File: config.mk
export PLATFORM = sky130hd
export DESIGN_NAME = i2c_master_register_write_core
export DESIGN_NICKNAME = d
export VERILOG_FILES = /design/src/rtl/i2cw_pkg.sv /design/src/rtl/i2cw_seq.sv /design/src/rtl/i2cw_out_buf.sv /design/src/rtl/i2c_master_register_write_core.sv
export SDC_FILE = /design/constraint.sdc
export NUM_CORES = 1
export LEC_CHECK = 0
export BUFFER_PORTS_ARGS = -buffer_cell sky130_fd_sc_hd__buf_2
export CORE_ASPECT_RATIO = 1.25
export CORE_UTILIZATION = 59
export CTS_BUF_LIST = sky130_fd_sc_hd__clkbuf_8 sky130_fd_sc_hd__clkbuf_16
export DETAILED_ROUTE_END_ITERATION = 10
export PLACE_DENSITY = 0.8
export SLEW_MARGIN = 10
export SYNTH_ARGS = -nofsm -noshare
export SYNTH_HDL_FRONTEND = slang
export SYNTH_SLANG_ARGS = --single-unit
export TNS_END_PERCENT = 50
File: constraint.sdc
create_clock -name clk -period 4.1 [get_ports clk]
set_input_delay 0.205 -clock clk [delete_from_list [all_inputs] [get_ports clk]]
set_output_delay 0.205 -clock clk [all_outputs]
set_load 0.05 [all_outputs]
File: src/rtl/i2cw_pkg.sv
package i2cw_pkg;

    localparam int TICKS_PER_US = 50;

    localparam logic [7:0] LEN_ONE    = 8'd1;
    localparam logic [7:0] SETUP_LOW  = 8'(TICKS_PER_US);
    localparam logic [7:0] HOLD_MED   = 8'(2 * TICKS_PER_US);
    localparam logic [7:0] HOLD_LOW   = 8'(5 * TICKS_PER_US);

    localparam logic [1:0] SPEED_HIGH   = 2'd0;
    localparam logic [1:0] SPEED_MEDIUM = 2'd1;
    localparam logic [1:0] SPEED_LOW    = 2'd2;

    localparam logic [1:0] CFG_DEVICE_ADDRESS = 2'd0;
    localparam logic [1:0] CFG_SPEED_MODE     = 2'd1;

    localparam logic [1:0] BYTE_FIRST = 2'd0;
    localparam logic [1:0] BYTE_REG   = 2'd1;
    localparam logic [1:0] BYTE_LAST  = 2'd2;
    localparam logic [1:0] BYTE_ABORT = 2'd3;
    localparam logic [2:0] BIT_LAST   = 3'd7;

    typedef enum logic [9:0] {
        PH_IDLE        = 10'b00_0000_0001,
        PH_START_SETUP = 10'b00_0000_0010,
        PH_START_HOLD  = 10'b00_0000_0100,
        PH_BIT_SETUP   = 10'b00_0000_1000,
        PH_BIT_HIGH    = 10'b00_0001_0000,
        PH_ACK_SETUP   = 10'b00_0010_0000,
        PH_ACK_HIGH    = 10'b00_0100_0000,
        PH_STOP_SETUP  = 10'b00_1000_0000,
        PH_STOP_HOLD   = 10'b01_0000_0000,
        PH_DONE        = 10'b10_0000_0000
    } phase_t;

    typedef struct packed {
        logic [6:0] device_address;
        logic [1:0] speed_mode;
    } cfg_t;

    typedef struct packed {
        logic scl_level;
        logic sda_level;
        logic sda_drive;
        logic busy_res;
        logic done_res;
        logic status;
    } result_t;

    function automatic logic [7:0] setup_len(input logic [1:0] speed);
        logic [7:0] len;
        len = SETUP_LOW;
        if (speed == SPEED_HIGH || speed == SPEED_MEDIUM)
        begin
            len = LEN_ONE;
        end
        return len;
    endfunction

    function automatic logic [7:0] hold_len(input logic [1:0] speed);
        logic [7:0] len;
        len = HOLD_LOW;
        if (speed == SPEED_HIGH)
        begin
            len = LEN_ONE;
        end
        else if (speed == SPEED_MEDIUM)
        begin
            len = HOLD_MED;
        end
        return len;
    endfunction

endpackage

File: src/rtl/i2cw_seq.sv
module i2cw_seq (
    input  logic              clk,
    input  logic              rst_n,
    input  logic              in_fire,
    input  logic              start_request,
    input  logic [7:0]        reg_address,
    input  logic [7:0]        write_data,
    input  logic              check_ack,
    input  logic              sda_sample,
    input  i2cw_pkg::cfg_t    cfg,
    output i2cw_pkg::result_t result
);
    import i2cw_pkg::*;

    phase_t     phase_reg, phase_next;
    logic [1:0] byte_index_reg, byte_index_next;
    logic [2:0] bit_index_reg, bit_index_next;
    logic [7:0] shift_byte_reg, shift_byte_next;
    logic [7:0] tick_count_reg, tick_count_next;
    logic [7:0] held_reg_address_reg, held_reg_address_next;
    logic [7:0] held_data_reg, held_data_next;
    logic       held_check_reg, held_check_next;

    logic       is_setup;
    logic [7:0] len;
    logic [8:0] tick_inc;
    logic       over;
    logic       tx_bit;

    assign tx_bit   = shift_byte_reg[7];
    assign is_setup = (phase_reg == PH_START_SETUP) || (phase_reg == PH_BIT_SETUP) ||
                      (phase_reg == PH_ACK_SETUP) || (phase_reg == PH_STOP_SETUP);
    assign len      = is_setup ? setup_len(cfg.speed_mode) : hold_len(cfg.speed_mode);
    assign tick_inc = {1'b0, tick_count_reg} + 9'd1;
    assign over     = tick_inc >= {1'b0, len};

    // pin levels follow the phase held before this tick
    always_comb
    begin
        result = '{scl_level: 1'b1, sda_level: 1'b1, sda_drive: 1'b1,
                   busy_res: 1'b1, done_res: 1'b0, status: 1'b0};
        case (phase_reg)
            PH_START_SETUP: ;
            PH_START_HOLD:  result.sda_level = 1'b0;
            PH_BIT_SETUP:
            begin
                result.scl_level = 1'b0;
                result.sda_level = tx_bit;
            end
            PH_BIT_HIGH:    result.sda_level = tx_bit;
            PH_ACK_SETUP:
            begin
                result.scl_level = 1'b0;
                result.sda_drive = 1'b0;
            end
            PH_ACK_HIGH:    result.sda_drive = 1'b0;
            PH_STOP_SETUP:  result.sda_level = 1'b0;
            PH_STOP_HOLD:   ;
            PH_DONE:
            begin
                result.busy_res = 1'b0;
                result.done_res = 1'b1;
                result.status   = (byte_index_reg == BYTE_ABORT);
            end
            default:        result.busy_res = 1'b0;
        endcase
    end

    always_comb
    begin
        phase_next            = phase_reg;
        byte_index_next       = byte_index_reg;
        bit_index_next        = bit_index_reg;
        shift_byte_next       = shift_byte_reg;
        tick_count_next       = over ? 8'd0 : tick_inc[7:0];
        held_reg_address_next = held_reg_address_reg;
        held_data_next        = held_data_reg;
        held_check_next       = held_check_reg;
        case (phase_reg)
            PH_START_SETUP: if (over) phase_next = PH_START_HOLD;
            PH_START_HOLD:  if (over) phase_next = PH_BIT_SETUP;
            PH_BIT_SETUP:   if (over) phase_next = PH_BIT_HIGH;
            PH_BIT_HIGH:
            begin
                if (over)
                begin
                    shift_byte_next = {shift_byte_reg[6:0], 1'b0};
                    if (bit_index_reg == BIT_LAST)
                    begin
                        bit_index_next = 3'd0;
                        phase_next     = PH_ACK_SETUP;
                    end
                    else
                    begin
                        bit_index_next = bit_index_reg + 3'd1;
                        phase_next     = PH_BIT_SETUP;
                    end
                end
            end
            PH_ACK_SETUP:   if (over) phase_next = PH_ACK_HIGH;
            PH_ACK_HIGH:
            begin
                if (over)
                begin
                    if (sda_sample && held_check_reg)
                    begin
                        byte_index_next = BYTE_ABORT;
                        phase_next      = PH_STOP_SETUP;
                    end
                    else if (byte_index_reg >= BYTE_LAST)
                    begin
                        phase_next = PH_STOP_SETUP;
                    end
                    else
                    begin
                        byte_index_next = byte_index_reg + 2'd1;
                        shift_byte_next = (byte_index_reg == BYTE_FIRST) ?
                                          held_reg_address_reg : held_data_reg;
                        bit_index_next  = 3'd0;
                        phase_next      = PH_BIT_SETUP;
                    end
                end
            end
            PH_STOP_SETUP:  if (over) phase_next = PH_STOP_HOLD;
            PH_STOP_HOLD:   if (over) phase_next = PH_DONE;
            default:
            begin
                tick_count_next = 8'd0;
                if (start_request)
                begin
                    held_reg_address_next = reg_address;
                    held_data_next        = write_data;
                    held_check_next       = check_ack;
                    shift_byte_next       = {cfg.device_address, 1'b0};
                    byte_index_next       = BYTE_FIRST;
                    bit_index_next        = 3'd0;
                    phase_next            = PH_START_SETUP;
                end
                else
                begin
                    phase_next = PH_IDLE;
                end
            end
        endcase
    end

    always_ff @(posedge clk or negedge rst_n)
    begin
        if (!rst_n)
        begin
            phase_reg            <= PH_IDLE;
            byte_index_reg       <= '0;
            bit_index_reg        <= '0;
            shift_byte_reg       <= '0;
            tick_count_reg       <= '0;
            held_reg_address_reg <= '0;
            held_data_reg        <= '0;
            held_check_reg       <= 1'b0;
        end
        else if (in_fire)
        begin
            phase_reg            <= phase_next;
            byte_index_reg       <= byte_index_next;
            bit_index_reg        <= bit_index_next;
            shift_byte_reg       <= shift_byte_next;
            tick_count_reg       <= tick_count_next;
            held_reg_address_reg <= held_reg_address_next;
            held_data_reg        <= held_data_next;
            held_check_reg       <= held_check_next;
        end
    end

endmodule

File: src/rtl/i2cw_out_buf.sv
module i2cw_out_buf (
    input  logic              clk,
    input  logic              rst_n,
    input  logic              in_fire,
    input  i2cw_pkg::result_t result_in,
    output logic              in_stall,
    output logic              out_valid,
    input  logic              out_stall,
    output i2cw_pkg::result_t result_out
);
    import i2cw_pkg::*;

    logic    out_valid_reg, out_valid_next;
    logic    skid_valid_reg, skid_valid_next;
    result_t out_data_reg, out_data_next;
    result_t skid_data_reg, skid_data_next;
    logic    out_load;

    assign out_load   = !out_valid_reg || !out_stall;
    assign in_stall   = skid_valid_reg;
    assign out_valid  = out_valid_reg;
    assign result_out = out_data_reg;

    always_comb
    begin
        out_valid_next  = out_valid_reg;
        skid_valid_next = skid_valid_reg;
        out_data_next   = out_data_reg;
        skid_data_next  = skid_data_reg;
        if (out_load)
        begin
            if (skid_valid_reg)
            begin
                out_valid_next  = 1'b1;
                out_data_next   = skid_data_reg;
                skid_valid_next = 1'b0;
            end
            else
            begin
                out_valid_next = in_fire;
                out_data_next  = result_in;
            end
        end
        else if (in_fire)
        begin
            skid_valid_next = 1'b1;
            skid_data_next  = result_in;
        end
    end

    always_ff @(posedge clk or negedge rst_n)
    begin
        if (!rst_n)
        begin
            out_valid_reg  <= 1'b0;
            skid_valid_reg <= 1'b0;
        end
        else
        begin
            out_valid_reg  <= out_valid_next;
            skid_valid_reg <= skid_valid_next;
        end
    end

    always_ff @(posedge clk)
    begin
        out_data_reg  <= out_data_next;
        skid_data_reg <= skid_data_next;
    end

endmodule

File: src/rtl/i2c_master_register_write_core.sv
// channel  handshake                  payload
// in       in_valid / in_stall        start_request reg_address write_data check_ack sda_sample
// out      out_valid / out_stall      scl_level sda_level sda_drive busy_res done_res status
// cfg      cfg_valid / cfg_ready      cfg_index cfg_data
//
// one transaction in, one transaction out; a new input every cycle while in_stall is low
// the result is registered in the output register, or held in the skid entry while out_stall holds it
// a two-entry output buffer keeps input flowing while a result waits
// reset: idle, speed_mode low, device_address zero; cfg_ready is always high
// input stalls only when both output entries are full
module i2c_master_register_write_core (
    input  logic       clk,
    input  logic       rst_n,
    input  logic       in_valid,
    output logic       in_stall,
    input  logic       start_request,
    input  logic [7:0] reg_address,
    input  logic [7:0] write_data,
    input  logic       check_ack,
    input  logic       sda_sample,
    output logic       out_valid,
    input  logic       out_stall,
    output logic       scl_level,
    output logic       sda_level,
    output logic       sda_drive,
    output logic       busy_res,
    output logic       done_res,
    output logic       status,
    input  logic       cfg_valid,
    output logic       cfg_ready,
    input  logic [1:0] cfg_index,
    input  logic [6:0] cfg_data
);
    import i2cw_pkg::*;

    cfg_t    cfg_reg;
    result_t seq_result;
    result_t buf_result;
    logic    in_fire;

    assign cfg_ready = 1'b1;
    assign in_fire   = in_valid && !in_stall;

    always_ff @(posedge clk or negedge rst_n)
    begin
        if (!rst_n)
        begin
            cfg_reg.device_address <= 7'd0;
            cfg_reg.speed_mode     <= SPEED_LOW;
        end
        else if (cfg_valid && cfg_ready)
        begin
            case (cfg_index)
                CFG_DEVICE_ADDRESS: cfg_reg.device_address <= cfg_data;
                CFG_SPEED_MODE:     cfg_reg.speed_mode     <= cfg_data[1:0];
                default: ;
            endcase
        end
    end

    i2cw_seq u_seq (
        .clk           (clk),
        .rst_n         (rst_n),
        .in_fire       (in_fire),
        .start_request (start_request),
        .reg_address   (reg_address),
        .write_data    (write_data),
        .check_ack     (check_ack),
        .sda_sample    (sda_sample),
        .cfg           (cfg_reg),
        .result        (seq_result)
    );

    i2cw_out_buf u_out_buf (
        .clk        (clk),
        .rst_n      (rst_n),
        .in_fire    (in_fire),
        .result_in  (seq_result),
        .in_stall   (in_stall),
        .out_valid  (out_valid),
        .out_stall  (out_stall),
        .result_out (buf_result)
    );

    assign scl_level = buf_result.scl_level;
    assign sda_level = buf_result.sda_level;
    assign sda_drive = buf_result.sda_drive;
    assign busy_res  = buf_result.busy_res;
    assign done_res  = buf_result.done_res;
    assign status    = buf_result.status;

endmodule

==> out/metrics.yaml, run 1 <==
critical_path:
  startpoint: "u_seq.phase_reg[6]$_DFFE_PN0P_"
  worstSetupEndpointType: "flop"
  worst-path-buf-inv: 0
  crit_path_end: "u_seq.shift_byte_reg[7]$_DFFE_PN0P_"
  crit_cells: 11
  path_class: "reg -> reg"
  path_cells: "or4_4, or4b_4, and2_4, a21oi_1, ha_1, o21a_1, o21ai_0, o21ai_0, nor2_1, a21oi_4, mux2_2"
  critPathLaunchType: "flop"
  reg2reg_slack_ns: 0.35
  cp_common_cell: "o21ai_0"
  critPathArrivalTime_ns: 3.99
  reg2reg_depth: 11
  crit_family: "simple AND/OR/NAND/NOR gates"
  slowest_stage: "or4_4"
  r2r-start: "u_seq.phase_reg[6]$_DFFE_PN0P_"
  r2r-end: "u_seq.shift_byte_reg[7]$_DFFE_PN0P_"
  critPathMaxFanout: 11
  cpPeakStageDelay_ns: 0.54
  required_ns: 4.33
sta:
  rsz0062_at_grt: "no"
  fin_skew_ns: 0.01165
  finalSetupTns_ns: 0
  drv_slew: 0
  tightest_slew_ns: 1.087
  setup_violations: 0
  whs_ns: 0.003641
  slew_headroom_pct: 26.83
  min_period_ns: 3.754
  fin_ws_ns: 0.3459
  fmax_mhz: 266.4
  period_share_pct: 91.56
  finalHoldViolations: 0
synthesis:
  netlist.area_leader.share_pct: 37.13
  synthesis.area_mm2: 0.003841
  yosys.area_share.xor_xnor_pct: 2.280
  syn-num-nets: 390
  ys_ff_latch: 71
  synth_async_sr_flop_share_pct: 83.10
  yosysWarningCount: 0
  synth_compound_area_share_pct: 8.664
  synthMuxAreaShare_pct: 16.29
  syn_area_per_cell_um2: 11.20
  synth_edf_count: 12
  synth_fa_ha_area_share_pct: 4.560
  synth_area_leader_cell: "dfrtp_1"
  synthSimpleGateAreaFrac_pct: 16.03
  synth_area_leaders: "dfrtp_1 (37%), edfxtp_1 (9.4%), mux2_2 (9.4%)"
  yosys.cell_types.count: 55
  synth_top_family_by_area: "multiplexers"
  synthCells: 343
  yosysSeqAreaShare_pct: 47.88
  ys.flop_type: "dfrtp_1"
finish:
  diodes: 0
  synthToLayoutAreaGrowth_pct: 14.04
  fillers: 510
  fin_area_mm2: 0.004380
  final_nets: 441
  largest_reg_flops: 10
  layout-drive-gt1-share_pct: 32.58
die:
  rows: 32
  die_area_mm2: 0.006839
  core_area_mm2: 0.006246
  die_x_um: 74.17
  start_util_pct: 61.50
  boundaryPins: 42
  die_h_um: 92.21
status:
  outcome: "complete, no violations"
placed_design:
  io_buffers: 40
  dp_hpwl_um: 5581
  dpl_cell_area_mm2: 0.004170
  place_congestion: 0.9265
  pre_cts_ws_ns: -0.02057
detailed_routing:
  drt_pass1_iterations: 5
  vias: 2789
  routedWlPerCell_um: 15.96
  initialDrtViolationCount: 157
  post-route-drc-count: 0
  vias_per_cell: 5.762
  routed_wl_um: 7727
  ant_nets: 0
flow_run:
  drv_cap: 0
global_routing:
  grt_pass1_wl_um: 13170
  grt_pass1_vias: 2830
  grt_overflow: 0
  grt_max_degree: 60
  grt_usage_pct: 25.78
  antenna_found_initial: 0
cts:
  clk_pin_slew_ns: 0.08
  cts_sinks: 71
  cts_tree: "built"
  cts_buffers: 9
  htreeDepth: 3
  cts_root_buf: "clkbuf_8"
  postCtsHoldBufs: 0
  clock_latency_ns: 0.35
  clockBufferDepth: 2
power_and_ir_drop:
  power_density_mw_per_mm2: 590.6
  power_mw: 2.587
  vdd_drop_max_mv: 0.3552
  leakagePower_nw: 2.034
hold_path:
  hp-class: "in -> async"
-- what timing repair did --
action                                  in CTS  in global routing
resized for setup                            1                  1
endpoints found under the setup margin       9                  1
buffers inserted                             0                  0
-- report_power, final --
part           switching (mW)  internal, mW  leakage [nW]
clock                   0.266         0.295         0.107
sequential              0.129         0.917         0.844
combinational           0.491         0.490          1.08
total                   0.885          1.70          2.03
-- cell usage in the layout (no fill, tap or decap), types with 11 or more instances in the layout --
cell	Yosys	layout
dfrtp_1	57	57
nand2_1	43	43
buf_2	3	40
mux2_2	32	32
buf_4	2	19
o21ai_0	15	15
nand3_1	14	14
nor2_1	14	14
ha_1	14	14
inv_1	11	12
edfxtp_1	12	12
mux2_4	11	11
-- cell type report --
type	count	area (um^2)	area share, %
Multi-Input combinational cell	242	1852	42.27
Sequential cell	71	1839	41.99
Timing Repair Buffer	59	342.8	7.826
Clock buffer	10	137.6	3.142
Tap cell	85	106.4	2.428
Clock inverter	6	61.31	1.400
Inverter	11	41.29	0.9426
-- worst min path at each step --
stage                                          end  slack, ns
3_5_place_dp   u_seq.tick_count_reg[2]$_DFFE_PN0P_       0.40
5_1_grt        u_seq.tick_count_reg[2]$_DFFE_PN0P_       0.05
4_1_cts        u_seq.tick_count_reg[2]$_DFFE_PN0P_       0.02
2_1_floorplan               cfg_reg[0]$_DFFE_PN0P_      -0.09
6_report       u_seq.tick_count_reg[2]$_DFFE_PN0P_      0.004
3_3_place_gp   u_seq.tick_count_reg[2]$_DFFE_PN0P_       0.39
-- per-stage QoR --
stage	cells	util, %
6_report	484	70.13
5_1_grt	484	70.13
4_1_cts	484	70.01
3_5_place_dp	468	66.77
3_3_place_gp	468	66.77
2_1_floorplan	343	-
-- cell families after synthesis --
| kind of cell | count (synthesis) |
|---|---|
| AO/OA/AOI/OAI | 51 |
| XOR/XNOR | 10 |
| adder cells (fa/ha/maj) | 14 |
| buffers and inverters | 30 |
| flip-flops | 71 |
| multiplexers | 53 |
| other | 1 |
| AND/OR/NAND/NOR | 113 |
-- layer usage --
metal | global-route usage [%] | vias up | wire length (um)
li1 | - | 1344 | -
met1 | 31.32 | 1349 | 3305
met2 | 42.73 | 79 | 3958
met3 | 5.495 | 17 | 292
met4 | 12.18 | 0 | 170
met5 | 0 | - | 0
-- Yosys cell counts, drive strengths merged, types with 4 or more instances --
master,count
o211ai,8
nand2,43
nor3,6
nor4,4
dfrtp,57
inv,11
mux2i,10
nor3b,4
o21ai,15
nor2,14
xor2,4
xnor2,6
nand3,14
buf,11
or4,7
edfxtp,12
clkbuf,8
and2,4
mux2,43
a21oi,8
ha,14
(Power assumes the default switching activity.)
==> run 2, diff against run 1 <==
--- a/config.mk
+++ b/config.mk
@@ -8,8 +8,8 @@
 export BUFFER_PORTS_ARGS = -buffer_cell sky130_fd_sc_hd__buf_2
 export CORE_ASPECT_RATIO = 1.25
-export CORE_UTILIZATION = 59
+export CORE_UTILIZATION = 53
 export CTS_BUF_LIST = sky130_fd_sc_hd__clkbuf_8 sky130_fd_sc_hd__clkbuf_16
 export DETAILED_ROUTE_END_ITERATION = 10
-export PLACE_DENSITY = 0.8
+export PLACE_DENSITY = 0.76
 export SLEW_MARGIN = 10
 export SYNTH_ARGS = -nofsm -noshare
==> constraint.sdc (replaced) <==
create_clock -name clk -period 3.25 [get_ports clk]
set_input_delay 0.4875 -clock clk [delete_from_list [all_inputs] [get_ports clk]]
set_output_delay 0.4875 -clock clk [all_outputs]
set_load 0.05 [all_outputs]
==> run 2 against run 1 <==
Against the previous run:
- the flow now finishes with violations (negative setup slack)
- non-clock buffer count rose by 11
- clock power up 29%
- count of clock-buffer cells in the layout increased by 1
- clock skew rose by 0.00058 ns
- utilization is 4.5 points lower
- critical path depth is 1 higher
- setup slack worse by 0.52 ns
- hold slack better by 0.013 ns
- final area grew 4.5%
- flip-flop and latch count unchanged
- final cell count increased by 3.3%
- sequential power increased by 25%
- critical endpoint is now u_seq.shift_byte_reg[1]$_DFFE_PN0P_
- largest power group is now combinational logic
==> out/metrics.yaml, run 2 (synthesis results as in run 1) <==
finish:
  largest_reg_flops: 10
  fillers: 544
  regArea_mm2: 0.001839
  final_cell_count_no_fill: 500
  diodes: 0
  layout.cells.most_common: "dfrtp_1"
  final_cell_mix: "dfrtp_1 (57), nand2_1 (43), buf_2 (40)"
  layout-drive-gt1-share_pct: 36.59
  final_nets: 452
  synthToLayoutAreaGrowth_pct: 19.19
  multi_input_area_mm2: 0.001931
placed_design:
  place_congestion: 0.9838
  dp_hpwl_um: 6112
  dp.cells: 479
  io_buffers: 40
die:
  die_h_um: 97.18
  start_util_pct: 55.06
  die_area_mm2: 0.007594
  boundaryPins: 42
  core_area_mm2: 0.006977
  die_x_um: 78.15
  rows: 34
cts:
  clk_pin_slew_ns: 0.07
  cts_buffers: 9
  postCtsHoldBufs: 0
  cts_root_buf: "clkbuf_8"
  htreeDepth: 3
  clockBufferDepth: 2
  cts_sinks: 71
  clock_latency_ns: 0.36
  cts_tree: "built"
global_routing:
  grt_pass1_vias: 3110
  grt_overflow: 0
  grt_max_degree: 49
  grt_usage_pct: 25.55
  grt_pass1_wl_um: 14840
  antenna_found_initial: 0
detailed_routing:
  ant_nets: 0
  vias_per_cell: 5.822
  vias: 2911
  drt_pass1_iterations: 4
  initialDrtViolationCount: 278
  routedWlPerCell_um: 17.63
  post-route-drc-count: 0
  routed_wl_um: 8813
sta:
  rsz0062_at_grt: "yes"
  finalSetupTns_ns: -3.340
  tightest_slew_ns: 0.7632
  whs_ns: 0.01660
  fmax_mhz: 292.4
  fin_ws_ns: -0.1703
  fin_skew_ns: 0.01224
  drv_slew: 0
  min_period_ns: 3.420
  slew_headroom_pct: 48.65
  period_share_pct: 105.2
  setup_violations: 29
  finalHoldViolations: 0
power_and_ir_drop:
  vdd_drop_max_mv: 0.4013
  power_density_mw_per_mm2: 767.6
  leakagePower_nw: 2.122
  power_mw: 3.514
critical_path:
  critPathLaunchType: "flop"
  slowest_stage: "or4b_4"
  path_class: "reg -> reg"
  worst-path-buf-inv: 1
  critPathMaxFanout: 5
  required_ns: 3.49
  path_cells: "or4_4, or4b_4, and2_4, a21oi_4, ha_1, o21a_1, o21ai_4, nor3_4, nor2_2, a21oi_2, buf_6, mux2_2"
  worstSetupEndpointType: "flop"
  crit_family: "simple AND/OR/NAND/NOR gates"
  critPathArrivalTime_ns: 3.66
  cpPeakStageDelay_ns: 0.57
status:
  outcome: "complete, but fails checks"
  violations: "negative setup slack"
flow_run:
  drv_cap: 0
hold_path:
  hp-class: "in -> async"
run 2: changes by cell type in the layout (fill, tap and decap cells not counted), moves of 2 or more:
| cell | delta |
|---|---|
| clkinv_4 | -2 |
| nand2b_1 | -2 |
| buf_4 | +6 |
| o21ai_4 | +2 |
| a21oi_1 | -2 |
| o21ai_0 | -4 |
| a21oi_2 | +2 |
| buf_6 | +4 |
| o21ai_1 | +2 |
| nand2b_4 | +2 |
run 2: routing by layer:
layer,GRT usage [%],vias up,routed length (um)
li1,-,1360,-
met1,29.25,1426,3412
met2,44.26,105,4785
met3,4.131,20,381
met4,15.10,0,233
met5,0,-,0
run 2: what timing repair did:
| item | in CTS | in global routing |
|---|---|---|
| pin swaps | 4 | 4 |
| endpoints found under the setup margin | 26 | 31 |
| setup buffers | 1 | 2 |
| gates cloned | 1 | 0 |
| gates resized for setup | 9 | 8 |
run 2: where the power goes:
group / total (mW) / switching [mW] / internal, mW
logic: 1.48 / 0.743 / 0.735
registers: 1.31 / 0.156 / 1.16
clock network: 0.725 / 0.335 / 0.390
total: 3.51 / 1.23 / 2.28
run 2: cell type report:
cell class	instances	share of cell area [%]
Multi-Input combinational cell	242	42.17
Sequential cell	71	40.17
Timing Repair Buffer	70	9.893
Clock buffer	11	3.307
Tap cell	90	2.460
Clock inverter	5	1.093
Inverter	11	0.9019
run 2: stage by stage:
stage / utilization [%] / setup slack (ns) / instance area, um^2
global placement: 60.98 / 0.01049 / 4254
detailed placement: 60.98 / -0.1138 / 4254
CTS: 64.58 / -0.08859 / 4506
finish: 65.62 / -0.1703 / 4578
global route: 65.62 / -0.2340 / 4578
floorplan: - / -0.1998 / 3876
run 2: final timing paths:
check | start | to | slack, ns | depth (start not counted)
setup / recovery | u_seq.phase_reg[0]$_DFFE_PN1P_ | u_seq.shift_byte_reg[1]$_DFFE_PN0P_ | -0.17 | 12
hold / removal | rst_n | u_seq.tick_count_reg[0]$_DFFE_PN0P_ | 0.02 | 1
setup reg to reg | u_seq.phase_reg[0]$_DFFE_PN1P_ | u_seq.shift_byte_reg[1]$_DFFE_PN0P_ | -0.17 | 12
hold reg to reg | cfg_reg[8]$_DFFE_PN0P_ | cfg_reg[8]$_DFFE_PN0P_ | 0.51 | 1
max in group asynchronous | rst_n | u_seq.shift_byte_reg[5]$_DFFE_PN0P_ | 2.57 | 3
min in group clk | write_data[3] | u_seq.held_data_reg[3]$_DFFE_PN0P_ | 0.35 | 2
run 2: worst reg2reg max path, stage by stage (launching register included):
cell and delay, ns:
dfstp_2 0.37, or4_4 0.53, or4b_4 0.57, and2_4 0.19
a21oi_4 0.14, ha_1 0.21, o21a_1 0.21, o21ai_4 0.09
nor3_4 0.20, nor2_2 0.08, a21oi_2 0.23, buf_6 0.16
mux2_2 0.34
==> run 3, diff against run 2 <==
- CORE_UTILIZATION: 53 -> 35
- PLACE_DENSITY: 0.76 -> not set
==> run 3 against run 2 <==
Against the previous run:
- the flow still finishes with violations (negative setup slack)
- sequential share of layout area decreased by 1.4 points
- combinational power about the same
- hold slack gained 0.043 ns
- critical endpoint is now u_seq.phase_reg[8]$_DFFE_PN0P_
- critical path type unchanged
- highest routed layer unchanged
- power up 8.6%
- largest cell class unchanged
- flip-flop and latch count did not move
- setup slack improved by 0.066 ns
- clock power is 45% higher
- final cell count is 8.4% higher
- die area rose by 50%
- count of clock-buffer cells in the layout decreased by 1
==> out/metrics.yaml, run 3 (synthesis results as in run 1) <==
status:
  outcome: "complete, but fails checks"
  violations: "negative setup slack"
finish:
  final_cell_mix: "dfrtp_1 (57), nand2_1 (43), buf_2 (40)"
  largest_reg_flops: 10
  synthToLayoutAreaGrowth_pct: 23.55
  diodes: 0
  fillers: 1010
  final_nets: 452
  layout-drive-gt1-share_pct: 37.56
  layout.cells.most_common: "dfrtp_1"
  final_cell_count_no_fill: 542
global_routing:
  antenna_found_initial: 0
  grt_pass1_vias: 2903
  grt_max_degree: 44
  grt_pass1_wl_um: 14010
  grt_usage_pct: 16.08
  grt_overflow: 0
placed_design:
  io_buffers: 40
  place_congestion: 0.8560
  dp.cells: 522
  dp_hpwl_um: 5961
power_and_ir_drop:
  vdd_drop_max_mv: 0.3596
  power_density_mw_per_mm2: 804.2
  leakagePower_nw: 2.164
  power_mw: 3.816
sta:
  finalHoldViolations: 0
  fin_skew_ns: 0.009496
  whs_ns: 0.05943
  tightest_slew_ns: 0.7548
  drv_slew: 0
  period_share_pct: 103.2
  fin_ws_ns: -0.1046
  fmax_mhz: 298.1
  rsz0062_at_grt: "yes"
  setup_violations: 23
  min_period_ns: 3.355
  slew_headroom_pct: 49.68
cts:
  cts_tree: "built"
  cts_sinks: 71
  clock_latency_ns: 0.34
  clk_pin_slew_ns: 0.06
  cts_buffers: 9
  clockBufferDepth: 2
  htreeDepth: 3
  cts_root_buf: "clkbuf_16"
die:
  rows: 42
  die_x_um: 95.70
  start_util_pct: 36.19
  boundaryPins: 42
  die_area_mm2: 0.01140
  core_area_mm2: 0.01062
  die_h_um: 119.1
hold_path:
  hp-class: "in -> async"
flow_run:
  drv_cap: 0
critical_path:
  critPathMaxFanout: 5
  reg2reg_slack_ns: -0.10
  worstSetupEndpointType: "flop"
  critPathLaunchType: "flop"
  path_class: "reg -> reg"
  critPathArrivalTime_ns: 3.57
  required_ns: 3.47
detailed_routing:
  vias: 2836
  vias_per_cell: 5.232
  routedWlPerCell_um: 15.24
  routed_wl_um: 8262
  initialDrtViolationCount: 164
  post-route-drc-count: 0
  drt_pass1_iterations: 5
  ant_nets: 0
## run 3: changes by cell type in the layout (fill, tap and decap cells not counted), moves of 2 or more
cell / delta
clkbuf_16: +10
clkbuf_8: -11
o21ai_0: -2
o21ai_4: -2
buf_6: +2
o21ai_1: +2
inv_6: +3
inv_1: -2
o21ai_2: +2
## run 3: cell type report
type,count,area (um^2),area share (%)
sequential,71,1839,38.76
multi-input combinational,242,1929,40.65
clock inverter,6,72.57,1.529
timing repair buffer,70,447.9,9.438
tap,132,165.2,3.480
clock buffer,10,250.2,5.273
inverter,11,41.29,0.8700
## run 3: final timing paths
check	cells after the start	endpoint	startpoint
max in group asynchronous	2	cfg_reg[1]$_DFFE_PN1P_	rst_n
worst max register to register	11	u_seq.phase_reg[8]$_DFFE_PN0P_	u_seq.phase_reg[0]$_DFFE_PN1P_
worst min register to register	1	cfg_reg[8]$_DFFE_PN0P_	cfg_reg[8]$_DFFE_PN0P_
worst min-delay path	1	u_seq.held_reg_address_reg[0]$_DFFE_PN0P_	rst_n
worst max-delay path	11	u_seq.phase_reg[8]$_DFFE_PN0P_	u_seq.phase_reg[0]$_DFFE_PN1P_
min in group clk	2	u_seq.held_reg_address_reg[1]$_DFFE_PN0P_	reg_address[1]
## run 3: where the power goes
part           switching, mW  internal (mW)  total [mW]
Sequential             0.153           1.16        1.31
Clock                  0.402          0.650        1.05
Combinational          0.699          0.754        1.45
Total                   1.26           2.56        3.82
## run 3: critical path, stage by stage (launching register included)
cell and delay, ns:
dfstp_2 0.37, or4_4 0.53, or4b_4 0.53, and2_4 0.17, a21oi_4 0.16, ha_1 0.25
nand2b_4 0.15, a211oi_4 0.27, nor3_4 0.08, nor3b_4 0.23, nand2b_4 0.20, mux2_4 0.30
## run 3: per-layer routing
metal	vias up	GRT usage (%)	wire length, um
met2	70	27.63	4126
met5	-	0	0
met3	12	2.874	297
li1	1367	-	-
met4	0	6.250	151
met1	1387	19.62	3687
## run 3: repair_timing
| action | CTS | global route |
|---|---|---|
| resized for setup | 14 | 8 |
| hold buffers | 0 | 0 |
| endpoints found under the setup margin | 17 | 31 |
| buffers inserted | 1 | 2 |
| pin swaps | 11 | 8 |
| gates cloned | 1 | 0 |
## run 3: through the flow
stage | setup WS [ns] | setup TNS [ns] | util [%] | area [um^2]
3_3_place_gp | -0.03802 | -0.3336 | 40.64 | 4314
4_1_cts | -0.06616 | -0.8155 | 44.38 | 4711
6_report | -0.1046 | -1.220 | 44.71 | 4746
3_5_place_dp | -0.09386 | -1.032 | 40.64 | 4314
2_1_floorplan | -0.1998 | -1.667 | - | 3876
5_1_grt | -0.2052 | -4.145 | 44.71 | 4746
